[src/rtl/core/prc_pkg.sv]
`timescale 1ns / 1ps
// ----------------------------------------------------------------------------
// prc_pkg
// Shared constants, types and helpers for the point rotation datapath.
// ----------------------------------------------------------------------------
package prc_pkg;

    // datapath fraction bits and number of micro-rotations
    localparam int FRACTION_BITS   = 16;
    localparam int ROTATION_STAGES = 16;

    // arctangent table entries available
    localparam int ATAN_ENTRIES = 30;
    localparam int CORDIC_N     = (ROTATION_STAGES < ATAN_ENTRIES) ?
                                  ROTATION_STAGES : ATAN_ENTRIES;

    // field widths of the channel words
    localparam int COORD_W = 17;
    localparam int ANGLE_W = 18;
    localparam int RES_W   = 18;

    // internal widths
    localparam int DX_W      = COORD_W + 1;
    localparam int GAIN_W    = 31;
    localparam int PROD_W    = DX_W + GAIN_W;
    localparam int DATA_W    = FRACTION_BITS + 4;
    localparam int Z_W       = 34;
    localparam int SCALE_SH  = 46 - FRACTION_BITS;
    localparam int OUT_SHIFT = FRACTION_BITS - 16;
    localparam int WIDE_W    = DATA_W + 20;

    // centre of the unit square in Q.16
    localparam int HALF_Q16 = 32768;

    // cordic gain correction 0.607252935 in Q0.30
    localparam logic signed [GAIN_W-1:0] GAIN_Q30 = GAIN_W'(652032874);

    // output saturation bounds
    localparam logic signed [WIDE_W-1:0] OUT_MIN = -WIDE_W'(131072);
    localparam logic signed [WIDE_W-1:0] OUT_MAX = WIDE_W'(131071);

    // atan(2^-i) with 2^32 per turn
    localparam logic [31:0] ATAN_TURNS [ATAN_ENTRIES] = '{
        32'h20000000, 32'h12E4051E, 32'h09FB385B, 32'h051111D4, 32'h028B0D43,
        32'h0145D7E1, 32'h00A2F61E, 32'h00517C55, 32'h0028BE53, 32'h00145F2F,
        32'h000A2F98, 32'h000517CC, 32'h00028BE6, 32'h000145F3, 32'h0000A2FA,
        32'h0000517D, 32'h000028BE, 32'h0000145F, 32'h00000A30, 32'h00000518,
        32'h0000028C, 32'h00000146, 32'h000000A3, 32'h00000051, 32'h00000029,
        32'h00000014, 32'h0000000A, 32'h00000005, 32'h00000003, 32'h00000001
    };

    // whole quarter turns taken out before the micro-rotations
    typedef enum logic [1:0] {
        QTR_ZERO,
        QTR_ONE,
        QTR_TWO,
        QTR_THREE
    } quarter_t;

    // vector moving down the rotation pipeline
    typedef struct packed {
        logic signed [DATA_W-1:0] x;
        logic signed [DATA_W-1:0] y;
        logic signed [Z_W-1:0]    z;
    } prc_vec_t;

    // back to Q.16, add the centre, saturate to the result width
    function automatic logic [RES_W-1:0] to_output(input logic signed [DATA_W-1:0] v);
        logic signed [WIDE_W-1:0] w;
        logic signed [WIDE_W-1:0] r;
        if (OUT_SHIFT > 0)
        begin
            w = (WIDE_W'(v) + (WIDE_W'(1) <<< (OUT_SHIFT - 1))) >>> OUT_SHIFT;
        end
        else
        begin
            w = WIDE_W'(v) <<< (-OUT_SHIFT);
        end
        r = w + WIDE_W'(HALF_Q16);
        if (r < OUT_MIN)
        begin
            r = OUT_MIN;
        end
        if (r > OUT_MAX)
        begin
            r = OUT_MAX;
        end
        return r[RES_W-1:0];
    endfunction

endpackage

[src/rtl/core/prc_cordic.sv]
`timescale 1ns / 1ps
// ----------------------------------------------------------------------------
// prc_cordic
// Unrolled CORDIC rotation: one registered micro-rotation per stage.
// ----------------------------------------------------------------------------
module prc_cordic
    import prc_pkg::*;
(
    input  logic                     clk,
    input  logic                     rst_n,
    input  logic                     en,
    input  logic                     in_valid,
    input  prc_vec_t                 in_vec,
    output logic                     out_valid,
    output logic signed [DATA_W-1:0] out_x,
    output logic signed [DATA_W-1:0] out_y
);

    logic     v_reg   [CORDIC_N];
    prc_vec_t vec_reg [CORDIC_N];

    genvar k;
    generate
        for (k = 0; k < CORDIC_N; k++)
        begin : g_stage
            prc_vec_t                 src;
            logic                     src_v;
            logic signed [DATA_W-1:0] xs;
            logic signed [DATA_W-1:0] ys;
            prc_vec_t                 vec_next;

            if (k == 0)
            begin : g_first
                assign src   = in_vec;
                assign src_v = in_valid;
            end
            else
            begin : g_rest
                assign src   = vec_reg[k-1];
                assign src_v = v_reg[k-1];
            end

            // micro-rotation by atan(2^-k), direction from the angle sign
            assign xs = src.x >>> k;
            assign ys = src.y >>> k;
            always_comb
            begin
                if (!src.z[Z_W-1])
                begin
                    vec_next.x = src.x - ys;
                    vec_next.y = src.y + xs;
                    vec_next.z = src.z - Z_W'(ATAN_TURNS[k]);
                end
                else
                begin
                    vec_next.x = src.x + ys;
                    vec_next.y = src.y - xs;
                    vec_next.z = src.z + Z_W'(ATAN_TURNS[k]);
                end
            end

            // stage valid
            always_ff @(posedge clk or negedge rst_n)
            begin
                if (!rst_n)
                begin
                    v_reg[k] <= 1'b0;
                end
                else if (en)
                begin
                    v_reg[k] <= src_v;
                end
            end

            // stage payload
            always_ff @(posedge clk)
            begin
                if (en)
                begin
                    vec_reg[k] <= vec_next;
                end
            end
        end
    endgenerate

    assign out_valid = v_reg[CORDIC_N-1];
    assign out_x     = vec_reg[CORDIC_N-1].x;
    assign out_y     = vec_reg[CORDIC_N-1].y;

endmodule

[config.mk]
export PLATFORM = sky130hd
export DESIGN_NAME = prc_cordic
export DESIGN_NICKNAME = d
export VERILOG_FILES = /design/src/rtl/core/prc_pkg.sv /design/src/rtl/core/prc_cordic.sv
export SDC_FILE = /design/constraint.sdc
export NUM_CORES = 2
export LEC_CHECK = 0
export BUFFER_PORTS_ARGS = -buffer_cell sky130_fd_sc_hd__buf_2
export CORE_UTILIZATION = 51
export CTS_CLUSTER_DIAMETER = 50
export CTS_CLUSTER_SIZE = 25
export DETAILED_ROUTE_END_ITERATION = 8
export GPL_TIMING_DRIVEN = 0
export PLACE_DENSITY = 0.67
export SYNTH_ARGS = -nofsm -noshare
export SYNTH_HDL_FRONTEND = slang
export SYNTH_SLANG_ARGS = --single-unit
[constraint.sdc]
create_clock -name clk -period 5 [get_ports clk]
set_clock_uncertainty 0.05 [all_clocks]
set_input_delay 0.25 -clock clk [delete_from_list [all_inputs] [get_ports clk]]
set_output_delay 0.25 -clock clk [all_outputs]
set_load 0.005 [all_outputs]
==> impl_metrics.ini <==
[run_status]
outcome = complete, no violations

[floorplan]
start_util_pct = 51.3
die_w_um = 423
die_height_um = 423
placement_rows = 154
core_um2 = 176000
ios = 119
die_area_um2 = 179000

[logic_synthesis]
synth.area.top_cells = edfxtp_1 (37%), ha_1 (16%), xnor2_1 (7.9%), a21oi_1 (5.5%), xor2_1 (3.9%)
syn_area_um2 = 90300
synth_seq_cells = 1131
synth-edff-count = 1115
synthCells = 9074
ys_seq_area_share_pct = 37.5
synth_top_area_share_pct = 37.1
yosys.area.top_type = edfxtp_1
yosysWarnings = 0
syn_nets = 10300
synth.distinct_cells = 90
synth_top_flop_cell = edfxtp_1
netlist_top_cells_count = ha_1 (1137), edfxtp_1 (1115), a21oi_1 (992), xnor2_1 (819), nor2_1 (710)
async_flop_share_pct = 1.41
postSynthAreaPerCell_um2 = 9.95
synth.most_common_cell = ha_1

[cts]
path_clk_slew_ps = 70
cts_num_sinks = 1131
clockRootBuffer = clkbuf_16
clock_path_buffers = 3
htree_levels = 4
numCtsBuffers = 145
cts_tree = built
clkLatencyLatePin_ps = 790

[grt]
grt_pass1_vias = 66300
grt.overflow.total = 0
met2_usage_pct = 38.7
grt_use_met3_pct = 2.96
grt_pass1_wl_um = 329000
grt_max_degree = 180
grt_busiest_layer = met2
grt_use_met1_pct = 27.9
grt_antenna_before_repair = 12
grt_usage_pct = 22.1

[sta]
slew_headroom_pct = 30.3
final_hold_viol_count = 0
finalCriticalPeriod_ps = 4790
final.period_utilization_pct = 95.8
holdWs_ps = 75.5
finalSetupTns_ps = 0
worst_slew_pin_slew_ps = 1050
slew_viol_final = 0
max_freq_ghz = 0.209
setup_viol = 0
rsz0062_at_grt = false

[layout]
area_growth_pct = 10.5
fin_area_um2 = 99800
seq_area_um2 = 33900
stdcell_count = 11900
multiInputGateArea_um2 = 54100
num-fill-cells = 15200
drive_gt1_share_pct = 5.72
nets = 10700
largest_register_ffs = 1115

[worst_setup_path]
slowest_delay_ps = 730
worst_setup_path_start_kind = register
cp_data_required_time_ps = 5490
crit_top_cell = a21oi_1
crit_slowest_cell = edfxtp_1
cp_max_fo = 32
cp_data_arrival_time_ps = 5280
critPathTopFamily = compound AO/OA/AOI/OAI gates
cp_cell_sequence = clkbuf_1 > inv_1 > clkbuf_2 > a21oi_1 > ha_1 > a21o_1 > a21oi_1 > o21ai_0 > o21ai_0 > o211ai_1 > a21oi_1 > xnor2_1
cp_num_buf_inv = 3
endpoint_kind = register
worstSetupPathType = reg2reg

[placed_design]
place_inst = 11500
place_hpwl_um = 154000
gp_congestion = 0.910
numPortBuffers = 118
placed_area_um2 = 94000

[detailed_routing]
vias = 67500
drt_iter0_drc = 3775
final_antenna_net_count = 0
wl_per_cell_um = 16.8
drc = 0
via_per_inst = 5.68
dr.pass1.iters = 6
routed_wl_um = 200000

[min_path]
hold_path.class = in2reg

[job]
cap_viol_max_count = 0
per-layer routing:
layer | wire length (µm) | vias up
met2 | 96600 | 1227
met1 | 89800 | 31600
met3 | 7750 | 357
met4 | 6040 | 8
li1 | - | 34400
met5 | 55 | -
repair_timing:
| item | in CTS | in global routing |
|---|---|---|
| gates cloned | 6 | 1 |
| endpoints found under the hold margin | 144 | 0 |
| gates resized for setup | 20 | 21 |
| setup buffers | 21 | 8 |
| hold buffers | 46 | 0 |
| setup endpoints to repair | 97 | 60 |
cell usage in the layout, fill, tap and decap left out, types with 182 or more instances in the layout:
cell type,netlist,final
a21o_1,448,448
a21oi_1,992,992
edfxtp_1,1115,1115
ha_1,1137,1137
inv_1,472,464
nand2_1,417,417
nand3_1,182,182
nor2_1,710,710
nor3_1,226,226
o21ai_0,415,415
xnor2_1,819,819
xor2_1,406,406
final cells by class:
| cell class | instances | share of cell area [%] |
|---|---|---|
| Timing Repair Buffer | 200 | 1.48 |
| Multi-Input combinational cell | 7329 | 54.2 |
| Sequential cell | 1131 | 34.0 |
| Inverter | 476 | 1.82 |
| Antenna cell | 2 | 0.00502 |
| Clock inverter | 98 | 1.16 |
| Tap cell | 2340 | 2.93 |
| Buffer | 137 | 0.549 |
| Timing Repair inverter | 7 | 0.0401 |
| Clock buffer | 165 | 3.84 |
worst paths after layout:
path	start	endpoint	slack (ps)	cells past startpoint
setup / recovery	vec_reg[1][403]	vec_reg[1][516]	210	12
hold / removal	in_vec[52]	vec_reg[0][52]	80	4
setup reg to reg	vec_reg[1][403]	vec_reg[1][516]	210	12
hold reg to reg	vec_reg[1][149]	vec_reg[1][223]	360	0
max in group asynchronous	rst_n	g_stage[2].src_v	3920	3
min in group asynchronous	rst_n	out_valid	520	3
through the flow:
stage	utilization, %	setup WS, ps
6_report	56.7	210
5_1_grt	56.7	5.86
4_1_cts	56.7	46.0
3_5_place_dp	53.4	-749
3_3_place_gp	53.3	-13870
2_1_floorplan	-	618
worst register-to-register path: stages (launching register included):
cell and delay, ps:
edfxtp_1 730, clkbuf_1 510, inv_1 250, clkbuf_2 560, a21oi_1 520, ha_1 350
a21o_1 180, a21oi_1 320, o21ai_0 200, o21ai_0 470, o211ai_1 160, a21oi_1 200
xnor2_1 80
kinds of logic (layout without fill, tap and decap cells):
group	Yosys count	count (layout)	share of synthesized area [%]
buffers and inverters	614	1083	2.55
muxes	92	92	1.09
adders and majority gates	1184	1184	16.8
other	0	2	0
and+or+nand+nor	2162	2162	11.5
AOI/OAI and AO/OA	2666	2666	18.6
xor gates and xnor gates	1225	1225	11.9
DFF	1131	1131	37.5
Power is left out: the tool's default activity adds up to more than one toggle a clock period on the data nets, which glitch-free logic cannot reach.
