**src/rtl/core/prc_pkg.sv**
```systemverilog
`timescale 1ns / 1ps
// ----------------------------------------------------------------------------
// prc_pkg
// Shared constants, types and helpers for the point rotation datapath.
// ----------------------------------------------------------------------------
package prc_pkg;

    // datapath fraction bits and number of micro-rotations
    localparam int FRACTION_BITS   = 16;
    localparam int ROTATION_STAGES = 16;

    // arctangent table entries available
    localparam int ATAN_ENTRIES = 30;
    localparam int CORDIC_N     = (ROTATION_STAGES < ATAN_ENTRIES) ?
                                  ROTATION_STAGES : ATAN_ENTRIES;

    // field widths of the channel words
    localparam int COORD_W = 17;
    localparam int ANGLE_W = 18;
    localparam int RES_W   = 18;

    // internal widths
    localparam int DX_W      = COORD_W + 1;
    localparam int GAIN_W    = 31;
    localparam int PROD_W    = DX_W + GAIN_W;
    localparam int DATA_W    = FRACTION_BITS + 4;
    localparam int Z_W       = 34;
    localparam int SCALE_SH  = 46 - FRACTION_BITS;
    localparam int OUT_SHIFT = FRACTION_BITS - 16;
    localparam int WIDE_W    = DATA_W + 20;

    // centre of the unit square in Q.16
    localparam int HALF_Q16 = 32768;

    // cordic gain correction 0.607252935 in Q0.30
    localparam logic signed [GAIN_W-1:0] GAIN_Q30 = GAIN_W'(652032874);

    // output saturation bounds
    localparam logic signed [WIDE_W-1:0] OUT_MIN = -WIDE_W'(131072);
    localparam logic signed [WIDE_W-1:0] OUT_MAX = WIDE_W'(131071);

    // atan(2^-i) with 2^32 per turn
    localparam logic [31:0] ATAN_TURNS [ATAN_ENTRIES] = '{
        32'h20000000, 32'h12E4051E, 32'h09FB385B, 32'h051111D4, 32'h028B0D43,
        32'h0145D7E1, 32'h00A2F61E, 32'h00517C55, 32'h0028BE53, 32'h00145F2F,
        32'h000A2F98, 32'h000517CC, 32'h00028BE6, 32'h000145F3, 32'h0000A2FA,
        32'h0000517D, 32'h000028BE, 32'h0000145F, 32'h00000A30, 32'h00000518,
        32'h0000028C, 32'h00000146, 32'h000000A3, 32'h00000051, 32'h00000029,
        32'h00000014, 32'h0000000A, 32'h00000005, 32'h00000003, 32'h00000001
    };

    // whole quarter turns taken out before the micro-rotations
    typedef enum logic [1:0] {
        QTR_ZERO,
        QTR_ONE,
        QTR_TWO,
        QTR_THREE
    } quarter_t;

    // vector moving down the rotation pipeline
    typedef struct packed {
        logic signed [DATA_W-1:0] x;
        logic signed [DATA_W-1:0] y;
        logic signed [Z_W-1:0]    z;
    } prc_vec_t;

    // back to Q.16, add the centre, saturate to the result width
    function automatic logic [RES_W-1:0] to_output(input logic signed [DATA_W-1:0] v);
        logic signed [WIDE_W-1:0] w;
        logic signed [WIDE_W-1:0] r;
        if (OUT_SHIFT > 0)
        begin
            w = (WIDE_W'(v) + (WIDE_W'(1) <<< (OUT_SHIFT - 1))) >>> OUT_SHIFT;
        end
        else
        begin
            w = WIDE_W'(v) <<< (-OUT_SHIFT);
        end
        r = w + WIDE_W'(HALF_Q16);
        if (r < OUT_MIN)
        begin
            r = OUT_MIN;
        end
        if (r > OUT_MAX)
        begin
            r = OUT_MAX;
        end
        return r[RES_W-1:0];
    endfunction

endpackage

```
**src/rtl/core/prc_prescale.sv**
```systemverilog
`timescale 1ns / 1ps
// ----------------------------------------------------------------------------
// prc_prescale
// Two stages: centre offset times gain correction, then rounding and the
// exact quarter-turn rotation. Also splits the angle into quarter and rest.
// ----------------------------------------------------------------------------
module prc_prescale
    import prc_pkg::*;
(
    input  logic                      clk,
    input  logic                      rst_n,
    input  logic                      en,
    input  logic                      in_valid,
    input  logic [COORD_W-1:0]        point_x,
    input  logic [COORD_W-1:0]        point_y,
    input  logic signed [ANGLE_W-1:0] turn_angle,
    output logic                      out_valid,
    output prc_vec_t                  out_vec
);

    logic signed [DX_W-1:0]   dx;
    logic signed [DX_W-1:0]   dy;
    logic [15:0]              a_plus;
    logic [15:0]              rest;
    quarter_t                 q_next;

    logic signed [PROD_W-1:0] px_reg, px_next;
    logic signed [PROD_W-1:0] py_reg, py_next;
    logic signed [Z_W-1:0]    z_reg, z_next;
    quarter_t                 q_reg;
    logic                     v1_reg;

    logic signed [PROD_W-1:0] rx_wide;
    logic signed [PROD_W-1:0] ry_wide;
    logic signed [DATA_W-1:0] rx;
    logic signed [DATA_W-1:0] ry;
    prc_vec_t                 vec_reg, vec_next;
    logic                     v2_reg;

    // offset from the centre and gain-corrected products
    assign dx      = $signed({1'b0, point_x}) - DX_W'(HALF_Q16);
    assign dy      = $signed({1'b0, point_y}) - DX_W'(HALF_Q16);
    assign px_next = PROD_W'(dx) * PROD_W'(GAIN_Q30);
    assign py_next = PROD_W'(dy) * PROD_W'(GAIN_Q30);

    // nearest quarter turn and the residual angle in 2^32 per turn
    assign a_plus = turn_angle[15:0] + 16'd8192;
    assign q_next = quarter_t'(a_plus[15:14]);
    assign rest   = turn_angle[15:0] - {a_plus[15:14], 14'd0};
    assign z_next = Z_W'($signed({rest, 16'd0}));

    // stage one valid
    always_ff @(posedge clk or negedge rst_n)
    begin
        if (!rst_n)
        begin
            v1_reg <= 1'b0;
        end
        else if (en)
        begin
            v1_reg <= in_valid;
        end
    end

    // stage one payload
    always_ff @(posedge clk)
    begin
        if (en)
        begin
            px_reg <= px_next;
            py_reg <= py_next;
            z_reg  <= z_next;
            q_reg  <= q_next;
        end
    end

    // round products back to the datapath scale
    assign rx_wide = (px_reg + (PROD_W'(1) <<< (SCALE_SH - 1))) >>> SCALE_SH;
    assign ry_wide = (py_reg + (PROD_W'(1) <<< (SCALE_SH - 1))) >>> SCALE_SH;
    assign rx      = rx_wide[DATA_W-1:0];
    assign ry      = ry_wide[DATA_W-1:0];

    // exact quarter-turn rotation
    always_comb
    begin
        vec_next.z = z_reg;
        case (q_reg)
            QTR_ZERO:
            begin
                vec_next.x = rx;
                vec_next.y = ry;
            end
            QTR_ONE:
            begin
                vec_next.x = -ry;
                vec_next.y = rx;
            end
            QTR_TWO:
            begin
                vec_next.x = -rx;
                vec_next.y = -ry;
            end
            QTR_THREE:
            begin
                vec_next.x = ry;
                vec_next.y = -rx;
            end
            default:
            begin
                vec_next.x = rx;
                vec_next.y = ry;
            end
        endcase
    end

    // stage two valid
    always_ff @(posedge clk or negedge rst_n)
    begin
        if (!rst_n)
        begin
            v2_reg <= 1'b0;
        end
        else if (en)
        begin
            v2_reg <= v1_reg;
        end
    end

    // stage two payload
    always_ff @(posedge clk)
    begin
        if (en)
        begin
            vec_reg <= vec_next;
        end
    end

    assign out_valid = v2_reg;
    assign out_vec   = vec_reg;

endmodule

```
**config.mk**
```make
export PLATFORM = sky130hd
export DESIGN_NAME = prc_prescale
export DESIGN_NICKNAME = d
export VERILOG_FILES = /design/src/rtl/core/prc_pkg.sv /design/src/rtl/core/prc_prescale.sv
export SDC_FILE = /design/constraint.sdc
export NUM_CORES = 1
export LEC_CHECK = 0
export BUFFER_PORTS_ARGS = -buffer_cell sky130_fd_sc_hd__buf_2
export CAP_MARGIN = 20
export CORE_AREA = 2 2 206 208
export DETAILED_ROUTE_END_ITERATION = 6
export DIE_AREA = 0 0 208 210
export PLACE_DENSITY = 0.79
export SYNTH_ARGS = -nofsm -noshare
export SYNTH_HDL_FRONTEND = slang
export SYNTH_SLANG_ARGS = --single-unit
```
**constraint.sdc**
```tcl
create_clock -name clk -period 3.2 [get_ports clk]
set_clock_uncertainty 0.1 [all_clocks]
set_input_delay 0.16 -clock clk [delete_from_list [all_inputs] [get_ports clk]]
set_output_delay 0.16 -clock clk [all_outputs]
set_load 0.1 [all_outputs]
```
==> results by group, run 1 <==
Timing
  – Max-slew headroom: 46.6%
  – RSZ-0062 raised after global routing: yes
  – Final setup vio count: 40
  – Fin. Hold Viols: 0
  – Min cycle time layout: 5.61 ns
  – Final worst slack: -2.41 ns
  – Least-Margin Pin Slew: roughly 0.79 ns
  – Slew Viols, Final: 0
  – FMAX: 178 MHz
  – Final Cycle Share: 175%

Final layout
  – Area Overhead vs Synth: 30.1%
  – Multi-input logic area: 0.0188 mm2
  – FF/Latch Area: 0.00347 mm2
  – Max reg flops: between 50 and 60
  – Layout fillers: between 2,000 and 3,000
  – Final Cell Area: 0.0310 mm2
  – Post-layout nets: 3,855
  – Layout cell share with drive strength beyond 1: between 20% and 30%
  – Finished Core Util: between 70% and 80%

Synthesis
  – Post-Syn Area per Cell: 9.78 um2
  – Mapped Cells: 2,438
  – Area leader, netlist: fa_1
  – Synth top area cells: fa_1 33%, ha_1 20%, edfxtp_1 14%
  – Synthesized area: around 0.024 mm2
  – Most frequent cells after synthesis: 733 x inv_1, 390 x fa_1, 386 x ha_1, 114 x edfxtp_1, 82 x nor2_1
  – Synth cell types: 74
  – Post-synth EDFFs: 114
  – Area fraction of the dominant cell type after synthesis: 32.7%
  – Fraction of registers with async set or reset after synthesis: roughly 1.7%
  – Yosys reg bits: 116
  – Leading register cell type out of synthesis: edfxtp_1
  – Seq/Total Area, Yosys: 14.6%
  – Most instantiated library cell after synthesis: inv_1
  – YS warnings: 0

Place
  – Input/output buffers: 112
  – Placed Area: between 0.02 and 0.03 mm2
  – Pre-CTS setup slack: -3.06 ns
  – Detail Placement HPWL: 57.3 mm
  – GPL Wtd Cong: 1.03

Run
  – Max Cap Viol: 0

GRT
  – Initial antenna violation count: 2
  – GR Overflow Total: 0
  – Total track usage: a little under a third
  – First-pass GRT wire length: ~110 mm
  – Largest net degree at the start of global routing: 60
  – Vias in the first global route: approximately 21,000

Worst setup path
  – Critical Path RT: between 3 and 4 ns
  – Worst path arrival time: 5.69 ns
  – Reg2Reg Setup Slack: 0.10 ns
  – Crit path launch type: input pin
  – Crit Path Class: input pin to flop
  – Critical path fanouts, max: 5
  – Worst Setup End Kind: flop

Worst hold path
  – HP Class: input pin to flop

CTS
  – Clock latency on the worst-skew pair: around 0.42 ns
  – Buffer depth of the longest clock path: 2
  – Worst-path clk slew: 0.06 ns
  – Root Buffer: clkbuf_16
  – Inserted Clock Buffers: 17
  – H-tree depth: 4
  – CTS tree: yes
  – CTS sink count: 116

Status
  – Status: finished, violations left
  – Failing checks: DRC, setup timing

Drt
  – Routed length on met3: 4.45 mm
  – Vias per std cell: 5.43
  – Vias post-DR: 19,400
  – DRT iter0 DRCs: 1,266
  – Routed met2 length: 34.2 mm
  – DRT antenna net count: 0
  – Detailed-route DRC error count: 1
  – Post-DR wirelength/cell: 19.3 um
  – Drt pass-1 iters: 7
  – Total Wirelength: 68.9 mm
  – Top routing layer in use: met4
  – WL met1: about 27 mm

Die
  – Chip height: 210 um
  – Full die area: between 0.04 and 0.05 mm2
  – Rows: 75
  – Starting Density: between 50% and 60%
  – Total core area: 0.0415 mm2
  – Chip width: about 210 um
  – Ports: 131
## final timing paths
| kind | start | to | depth (start not counted) |
|---|---|---|---|
| max | point_x[8] | px_reg[43]$_DFFE_PP_ | 22 |
| min | en | out_vec[36]$_DFFE_PP_ | 1 |
| max reg2reg | py_reg[29]$_DFFE_PP_ | out_vec[51]$_DFFE_PP_ | 12 |
| min reg2reg | z_reg[31]$_DFFE_PP_ | out_vec[31]$_DFFE_PP_ | 0 |
| max in group asynchronous | rst_n | v1_reg$_DFFE_PN0P_ | 3 |
| min in group asynchronous | rst_n | out_valid$_DFFE_PN0P_ | 3 |
## worst max-delay path, cell delays in order
cell       delay (ns)
buf_12           0.12
fa_2             0.61
inv_2            0.05
fa_2             0.53
fa_1             0.44
inv_2            0.07
fa_1             0.43
fa_1             0.54
inv_2            0.05
fa_1             0.49
inv_2            0.06
ha_4             0.23
o21ai_2          0.18
o21bai_2         0.13
a311oi_4         0.29
o2111ai_4        0.21
a311oi_2         0.24
buf_4            0.17
o31ai_4          0.07
a221o_1          0.36
a211oi_2         0.18
nor2_1           0.06
## layer usage
| metal | vias to the layer above | global-route usage [%] |
|---|---|---|
| li1 | 8832 | - |
| met1 | 9643 | 38.5 |
| met2 | 742 | 55.8 |
| met3 | 196 | 5.65 |
| met4 | 0 | 12.0 |
| met5 | - | 0 |
## cell families (layout without fill, tap and decap cells)
logic type	Yosys count	in the layout	synth area share (%)
multiplexers	13	13	0.582
AO/OA/AOI/OAI	289	289	7.64
AND/OR/NAND/NOR	343	343	7.29
other	1	17	0.0157
adder cells (fa/ha/maj)	776	776	53.0
flip-flops	116	116	14.6
XOR/XNOR	109	109	4.00
buffers and inverters	791	1374	12.9
## area by class of cell
class	instances	area share (%)
antenna	1	0.00807
clock buffer	18	1.42
clock inverter	14	0.460
inverter	735	8.96
multi-input combinational	1546	60.6
sequential	116	11.2
tap	539	2.17
timing repair buffer	607	15.1
## repair_timing
action / in CTS / in global routing
pin swaps: 107 / 76
hold buffers: 19 / 0
gates resized for setup: 219 / 101
endpoints found under the setup margin: 40 / 54
hold endpoints to repair: 19 / 0
setup buffers: 41 / 18
## through the flow
step	std cells	hold slack, ns	TNS, ns
floorplan	2453	-0.236	-75.52
global placement	3471	-0.155	-101.19
detailed placement	3471	-0.153	-103.69
CTS	3559	0.253	-81.06
global route	3575	0.274	-90.84
finish	3576	0.237	-85.70
## layout by cell type (no fill, tap or decap), types with 17 or more instances in the layout
cell type	n
a21o_1	33
a21oi_1	59
a31oi_1	21
buf_2	84
buf_4	449
buf_6	38
clkbuf_16	17
dlygate4sd3_1	19
edfxtp_1	114
fa_1	354
fa_2	36
ha_1	325
ha_4	54
inv_1	676
inv_2	52
nand2_1	73
nand3_1	43
nand4_1	22
nor2_1	73
nor3_1	18
o21ai_0	53
xnor2_1	75
xor2_1	30
Power of run 1 is not shown: default switching activity piles up to over one toggle a cycle in this logic, so the estimate is an artifact.
==> run 2: changes to the inputs <==
- ABC_AREA: not set -> 1
- CORE_AREA: 2 2 206 208 -> 2 2 213 215
- DIE_AREA: 0 0 208 210 -> 0 0 215 217
==> results by group, run 2 <==
Status
  – Status: finished, violations left
  – Failing checks: DRC, setup timing

Final layout
  – Commonest non-fill, non-tap cell in the layout: inv_1
  – Layout cell share with drive strength beyond 1: 32.0% (+2.2 points)
  – Max reg flops: 56 (unchanged)
  – Finished Core Util: 76.9% (+2.1 points)
  – Layout fillers: 3,112 (+17%)
  – Commonest cells after routing, fill and taps aside: 806 x inv_1, 438 x buf_4, 395 x nand2_1, 342 x fa_1, 299 x ha_1
  – Area Overhead vs Synth: 33.0%
  – Post-layout nets: 4,530 (+18%)
  – Antenna cells: 0 (-1)

Worst setup path
  – Worst path cell trace: buf_12, fa_2, inv_2, fa_2, fa_1, inv_2, fa_2, fa_1, inv_2, fa_1, inv_2, ha_4, nand2_1, nand2_1, inv_2, o21ai_2, inv_2, o21ai_2, a211oi_2, nand2_2, buf_6, xor2_1
  – Crit Path Class: input pin to flop
  – CP dominant cell by count: inv_2
  – CP max stage delay: 0.60 ns (about the same)
  – Worst path arrival time: 4.89 ns (-0.80 ns)
  – Worst Setup End Kind: flop
  – Crit path launch type: input pin
  – Critical path fanouts, max: 4 (-1)
  – Critical Path RT: 3.29 ns (about the same)
  – Slowest cell on the critical path: fa_2

GRT
  – Total track usage: 36.5% (+5.0 points)
  – First-pass GRT wire length: 131 mm (+22%)
  – GR Overflow Total: 0 (unchanged)
  – Vias in the first global route: 24,100 (+14%)
  – Initial antenna violation count: 0 (-2)
  – Largest net degree at the start of global routing: 62 (+3.3%)

Timing
  – Final Cycle Share: 150% (-25 points)
  – Final worst slack: -1.60 ns (+0.807 ns)
  – Setup TNS: -59.59 ns (+26.11 ns)
  – Max-slew headroom: 26.4% (-20 points)
  – Fin. Hold Viols: 0 (unchanged)
  – Slew Viols, Final: 0 (unchanged)
  – Min cycle time layout: 4.80 ns (-0.807 ns)
  – RSZ-0062 raised after global routing: yes
  – FMAX: 208 MHz (+17%)
  – Least-Margin Pin Slew: 1.10 ns (+0.311 ns)
  – Final hold slack: 0.196 ns (-0.0410 ns)
  – Final setup vio count: 40 (unchanged)

Synthesis
  – Fraction of registers with async set or reset after synthesis: 1.72% (unchanged)
  – Most frequent cells after synthesis: 912 x inv_1, 465 x nand2_1, 390 x fa_1, 386 x ha_1, 206 x nor2_1
  – Seq/Total Area, Yosys: 13.4% (-1.1 points)
  – Most instantiated library cell after synthesis: inv_1
  – Post-Syn Area per Cell: 8.32 um2 (-15%)
  – Post-synth EDFFs: 114 (unchanged)
  – Yosys reg bits: 116 (unchanged)
  – Synth top area cells: fa_1 30%, ha_1 19%, edfxtp_1 13%
  – YS warnings: 0 (unchanged)
  – Area leader, netlist: fa_1
  – Synth cell types: 48 (-35%)
  – Leading register cell type out of synthesis: edfxtp_1
  – Mapped Cells: 3,105 (+27%)
  – Area fraction of the dominant cell type after synthesis: 30.2% (-2.5 points)
  – Synthesized area: 0.0258 mm2 (+8.3%)

CTS
  – Inserted Clock Buffers: 17 (unchanged)
  – Buffer depth of the longest clock path: 2 (unchanged)
  – Clock latency on the worst-skew pair: 0.43 ns (about the same)
  – CTS sink count: 116 (unchanged)
  – Root Buffer: clkbuf_16
  – Worst-path clk slew: 0.06 ns (about the same)
  – H-tree depth: 4 (unchanged)
  – CTS tree: yes

Place
  – Pre-CTS setup slack: -2.20 ns (+0.861 ns)
  – Detail Placement HPWL: 72.6 mm (+27%)
  – GPL Wtd Cong: 1.03 (-0.23%)
  – Input/output buffers: 112 (unchanged)

Drt
  – Post-DR wirelength/cell: 19.8 um (+2.9%)
  – Vias post-DR: 23,100 (+19%)
  – Detailed-route DRC error count: 2 (+1)
  – DRT antenna net count: 0 (unchanged)
  – Total Wirelength: 85.5 mm (+24%)
  – DRT iter0 DRCs: 1,630 (+29%)
  – Drt pass-1 iters: 7 (unchanged)
  – Vias per std cell: 5.36 (-1.3%)

Die
  – Starting Density: 57.8% (+0.31 points)
  – Rows: 78 (+4.0%)
  – Chip width: 215 um (+3.4%)
  – Full die area: 0.0467 mm2 (+6.8%)
  – Chip height: 217 um (+3.3%)
  – Total core area: 0.0447 mm2 (+7.8%)
  – Ports: 131 (unchanged)

Worst hold path
  – HP Class: input pin to flop

Run
  – Max Cap Viol: 0 (unchanged)
-- run 2: cell count changes after synthesis, moves of 17 or more --
| cell | change |
|---|---|
| nor2_1 | +124 |
| nand4_1 | +30 |
| nand3_1 | +79 |
| inv_1 | +179 |
| nand2_1 | +386 |
| xnor2_1 | -72 |
| nor2_2 | +17 |
| a21oi_1 | +31 |
-- run 2: final timing paths --
kind / to / start / slack [ns] / cells past startpoint
worst min register to register: out_vec[16]$_DFFE_PP_ / z_reg[16]$_DFFE_PP_ / 0.32 / 0
worst min-delay path: z_reg[17]$_DFFE_PP_ / en / 0.20 / 1
worst max register to register: out_vec[53]$_DFFE_PP_ / py_reg[29]$_DFFE_PP_ / 0.26 / 10
min in group asynchronous: out_valid$_DFFE_PN0P_ / rst_n / 0.54 / 3
worst max-delay path: px_reg[30]$_DFFE_PP_ / point_x[7] / -1.60 / 22
max in group asynchronous: v1_reg$_DFFE_PN0P_ / rst_n / 2.32 / 3
-- run 2: routing by layer --
metal,wire [um],up-vias,track usage (%)
met1,36700,11200,49.4
li1,-,10700,-
met4,2770,0,10.3
met5,0,-,0
met2,39300,941,59.6
met3,6760,187,7.78
-- run 2: kinds of logic after synthesis --
family,count (synthesis),synth area share [%]
other,1,0.0145
AO/OA/AOI/OAI,283,6.35
adder cells (fa/ha/maj),776,48.9
flip-flops,116,13.4
buffers and inverters,950,14.1
XOR/XNOR,47,1.62
AND/OR/NAND/NOR,932,15.6
-- run 2: worst max-delay path, delay by kind of cell --
| family | cells | cell delay [ns] |
|---|---|---|
| and+or+nand+nor | 3 | 0.29 |
| xor gates and xnor gates | 1 | 0.12 |
| AOI/OAI and AO/OA | 3 | 0.36 |
| adders and majority gates | 7 | 3.31 |
| buffers and inverters | 8 | 0.65 |
-- run 2: area by class of cell --
type,count,area (um2),area share [%]
multi-input combinational,2054,21400,62.3
timing repair buffer,591,4580,13.3
inverter,918,3490,10.2
sequential,116,3470,10.1
tap,600,751,2.18
clock buffer,21,450,1.31
clock inverter,11,200,0.582
-- run 2: repair_timing --
| action | CTS | global route |
|---|---|---|
| hold buffers | 19 | 0 |
| pin swaps | 168 | 129 |
| hold endpoints to repair | 19 | 0 |
| gates resized for setup | 375 | 196 |
| setup endpoints to repair | 40 | 40 |
| setup buffers | 21 | 21 |
-- run 2: per-stage QoR --
step	std cells	cell area (um2)
after floorplan	3120	26800
after global placement	4218	31100
after detailed placement	4218	31100
after CTS	4290	33500
after global routing	4311	34400
final	4311	34400
Power of run 2 is left out for the same reason.
==> run 3: changes to the inputs <==
- PLACE_DENSITY: 0.79 -> 0.78
==> results by group, run 3 (synthesis results as in run 2) <==
Drt
  – Post-DR wirelength/cell: 19.6 um (-1.2%)
  – Vias per std cell: 5.47 (+2.2%)
  – DRT antenna net count: 0 (unchanged)
  – Detailed-route DRC error count: 12 (+10)
  – DRT iter0 DRCs: 1,918 (+18%)
  – Vias post-DR: 23,700 (+2.7%)
  – Drt pass-1 iters: 7 (unchanged)
  – Total Wirelength: 84.9 mm (-0.67%)

CTS
  – CTS tree: yes
  – H-tree depth: 4 (unchanged)
  – Clock latency on the worst-skew pair: 0.43 ns (about the same)
  – Worst-path clk slew: 0.06 ns (about the same)
  – Buffer depth of the longest clock path: 2 (unchanged)
  – Inserted Clock Buffers: 17 (unchanged)
  – CTS sink count: 116 (unchanged)
  – Root Buffer: clkbuf_16

GRT
  – First-pass GRT wire length: 128 mm (-1.7%)
  – Total track usage: 35.4% (-1.1 points)
  – Vias in the first global route: 24,700 (+2.4%)
  – GR Overflow Total: 0 (unchanged)
  – Initial antenna violation count: 1 (+1)
  – Largest net degree at the start of global routing: 62 (unchanged)

Die
  – Ports: 131 (unchanged)
  – Chip width: 215 um (unchanged)
  – Full die area: 0.0467 mm2 (unchanged)
  – Total core area: 0.0447 mm2 (unchanged)
  – Rows: 78 (unchanged)
  – Starting Density: 57.8% (unchanged)
  – Chip height: 217 um (unchanged)

Timing
  – Final hold slack: 0.204 ns (+0.00782 ns)
  – Final Cycle Share: 150% (about the same)
  – FMAX: 208 MHz (about the same)
  – Max-slew headroom: 29.5% (+3.1 points)
  – Slew Viols, Final: 0 (unchanged)
  – Min cycle time layout: 4.80 ns (-0.000410 ns)
  – Least-Margin Pin Slew: 1.06 ns (-0.0469 ns)
  – Fin. Hold Viols: 0 (unchanged)
  – Final worst slack: -1.60 ns (+0.000410 ns)
  – RSZ-0062 raised after global routing: yes
  – Final setup vio count: 40 (unchanged)

Worst setup path
  – Worst r2r src: py_reg[29]$_DFFE_PP_
  – Worst Setup End Kind: flop
  – CP dominant cell by count: fa_1
  – Crit Path Class: input pin to flop
  – Worst path cell trace: buf_8, buf_6, fa_1, inv_2, fa_1, fa_1, inv_2, fa_2, fa_1, inv_1, fa_1, inv_1, ha_4, a21oi_4, o21ai_2, buf_4, a21boi_2, o21ai_1, nand3_1, nand3_2, xor2_1
  – Crit path launch type: input pin
  – Worst path arrival time: 4.89 ns (about the same)
  – CP max stage delay: 0.54 ns (-0.06 ns)
  – Slowest cell on the critical path: fa_1
  – Worst path bufs/invs: 7 (-1)
  – Critical path fanouts, max: 3 (-1)
  – Critical Path RT: 3.29 ns (about the same)
  – Top Family by Delay on Critical Path: adder cells
  – CP Launch Point: point_x[10]

Worst hold path
  – HP Start: en
  – HP Class: input pin to flop

Final layout
  – Commonest non-fill, non-tap cell in the layout: inv_1
  – Commonest cells after routing, fill and taps aside: 799 x inv_1, 447 x buf_4, 390 x nand2_1, 328 x fa_1, 312 x ha_1
  – Area Overhead vs Synth: 33.7%
  – Layout fillers: 2,983 (-4.1%)
  – Finished Core Util: 77.3% (+0.39 points)
  – Layout cell share with drive strength beyond 1: 32.6% (+0.62 points)
  – Post-layout nets: 4,552 (+0.49%)
  – Max reg flops: 56 (unchanged)
  – Antenna cells: 0 (unchanged)

Place
  – GPL Wtd Cong: 1.04 (+0.56%)
  – Detail Placement HPWL: 70.2 mm (-3.3%)
  – Input/output buffers: 112 (unchanged)

Status
  – Failing checks: DRC, setup timing
  – Status: finished, violations left

Run
  – Max Cap Viol: 0 (unchanged)
==> run 3: cell types whose count changed in the layout (fill, tap and decap cells not counted), moves of 9 or more <==
cell     change
fa_2        +14
nor2_4      +13
fa_1        -14
ha_1        +13
buf_4        +9
nor2_2      -11
ha_4         -9
buf_6       +14
inv_2       +10
o21ai_2      -9
==> run 3: timing repair <==
action,4_1_cts,5_1_grt
pin swaps,200,176
gates resized for setup,361,244
hold endpoints to repair,19,0
buffers inserted,45,18
endpoints found under the setup margin,40,40
hold buffers,19,0
==> run 3: final cells by class <==
class / instances / area [um2] / share of cell area (%)
Multi-Input combinational cell: 2054 / 21500 / 62.1
Inverter: 918 / 3480 / 10.1
Sequential cell: 116 / 3470 / 10.1
Tap cell: 600 / 751 / 2.17
Clock inverter: 15 / 170 / 0.493
Clock buffer: 17 / 425 / 1.23
Timing Repair Buffer: 613 / 4790 / 13.9
==> run 3: path summary, 6_finish.rpt <==
path	to	slack [ns]	depth (start not counted)
hold / removal	out_vec[16]$_DFFE_PP_	0.20	1
min in group asynchronous	v1_reg$_DFFE_PN0P_	0.50	3
setup / recovery	px_reg[44]$_DFFE_PP_	-1.60	21
setup reg to reg	out_vec[52]$_DFFE_PP_	0.29	10
max in group asynchronous	out_valid$_DFFE_PN0P_	2.37	3
hold reg to reg	out_vec[29]$_DFFE_PP_	0.32	0
==> run 3: stage by stage <==
stage | setup slack [ns] | std cells | instance area (um2) | setup TNS, ns
6_report | -1.60 | 4333 | 34500 | -60.24
2_1_floorplan | -1.51 | 3120 | 26800 | -55.95
4_1_cts | -1.55 | 4315 | 33500 | -57.59
5_1_grt | -1.74 | 4333 | 34500 | -64.51
3_3_place_gp | -2.11 | 4223 | 31100 | -79.40
3_5_place_dp | -2.17 | 4223 | 31100 | -82.53
==> run 3: routing by layer <==
layer / vias to the layer above / track usage (%) / wire length [um]
met3: 281 / 6.86 / 7230
met4: 2 / 11.7 / 3570
met5: - / 0 / 13
li1: 10800 / - / -
met2: 1128 / 58.9 / 40000
met1: 11500 / 46.9 / 34100
Power of run 3 is left out for the same reason.
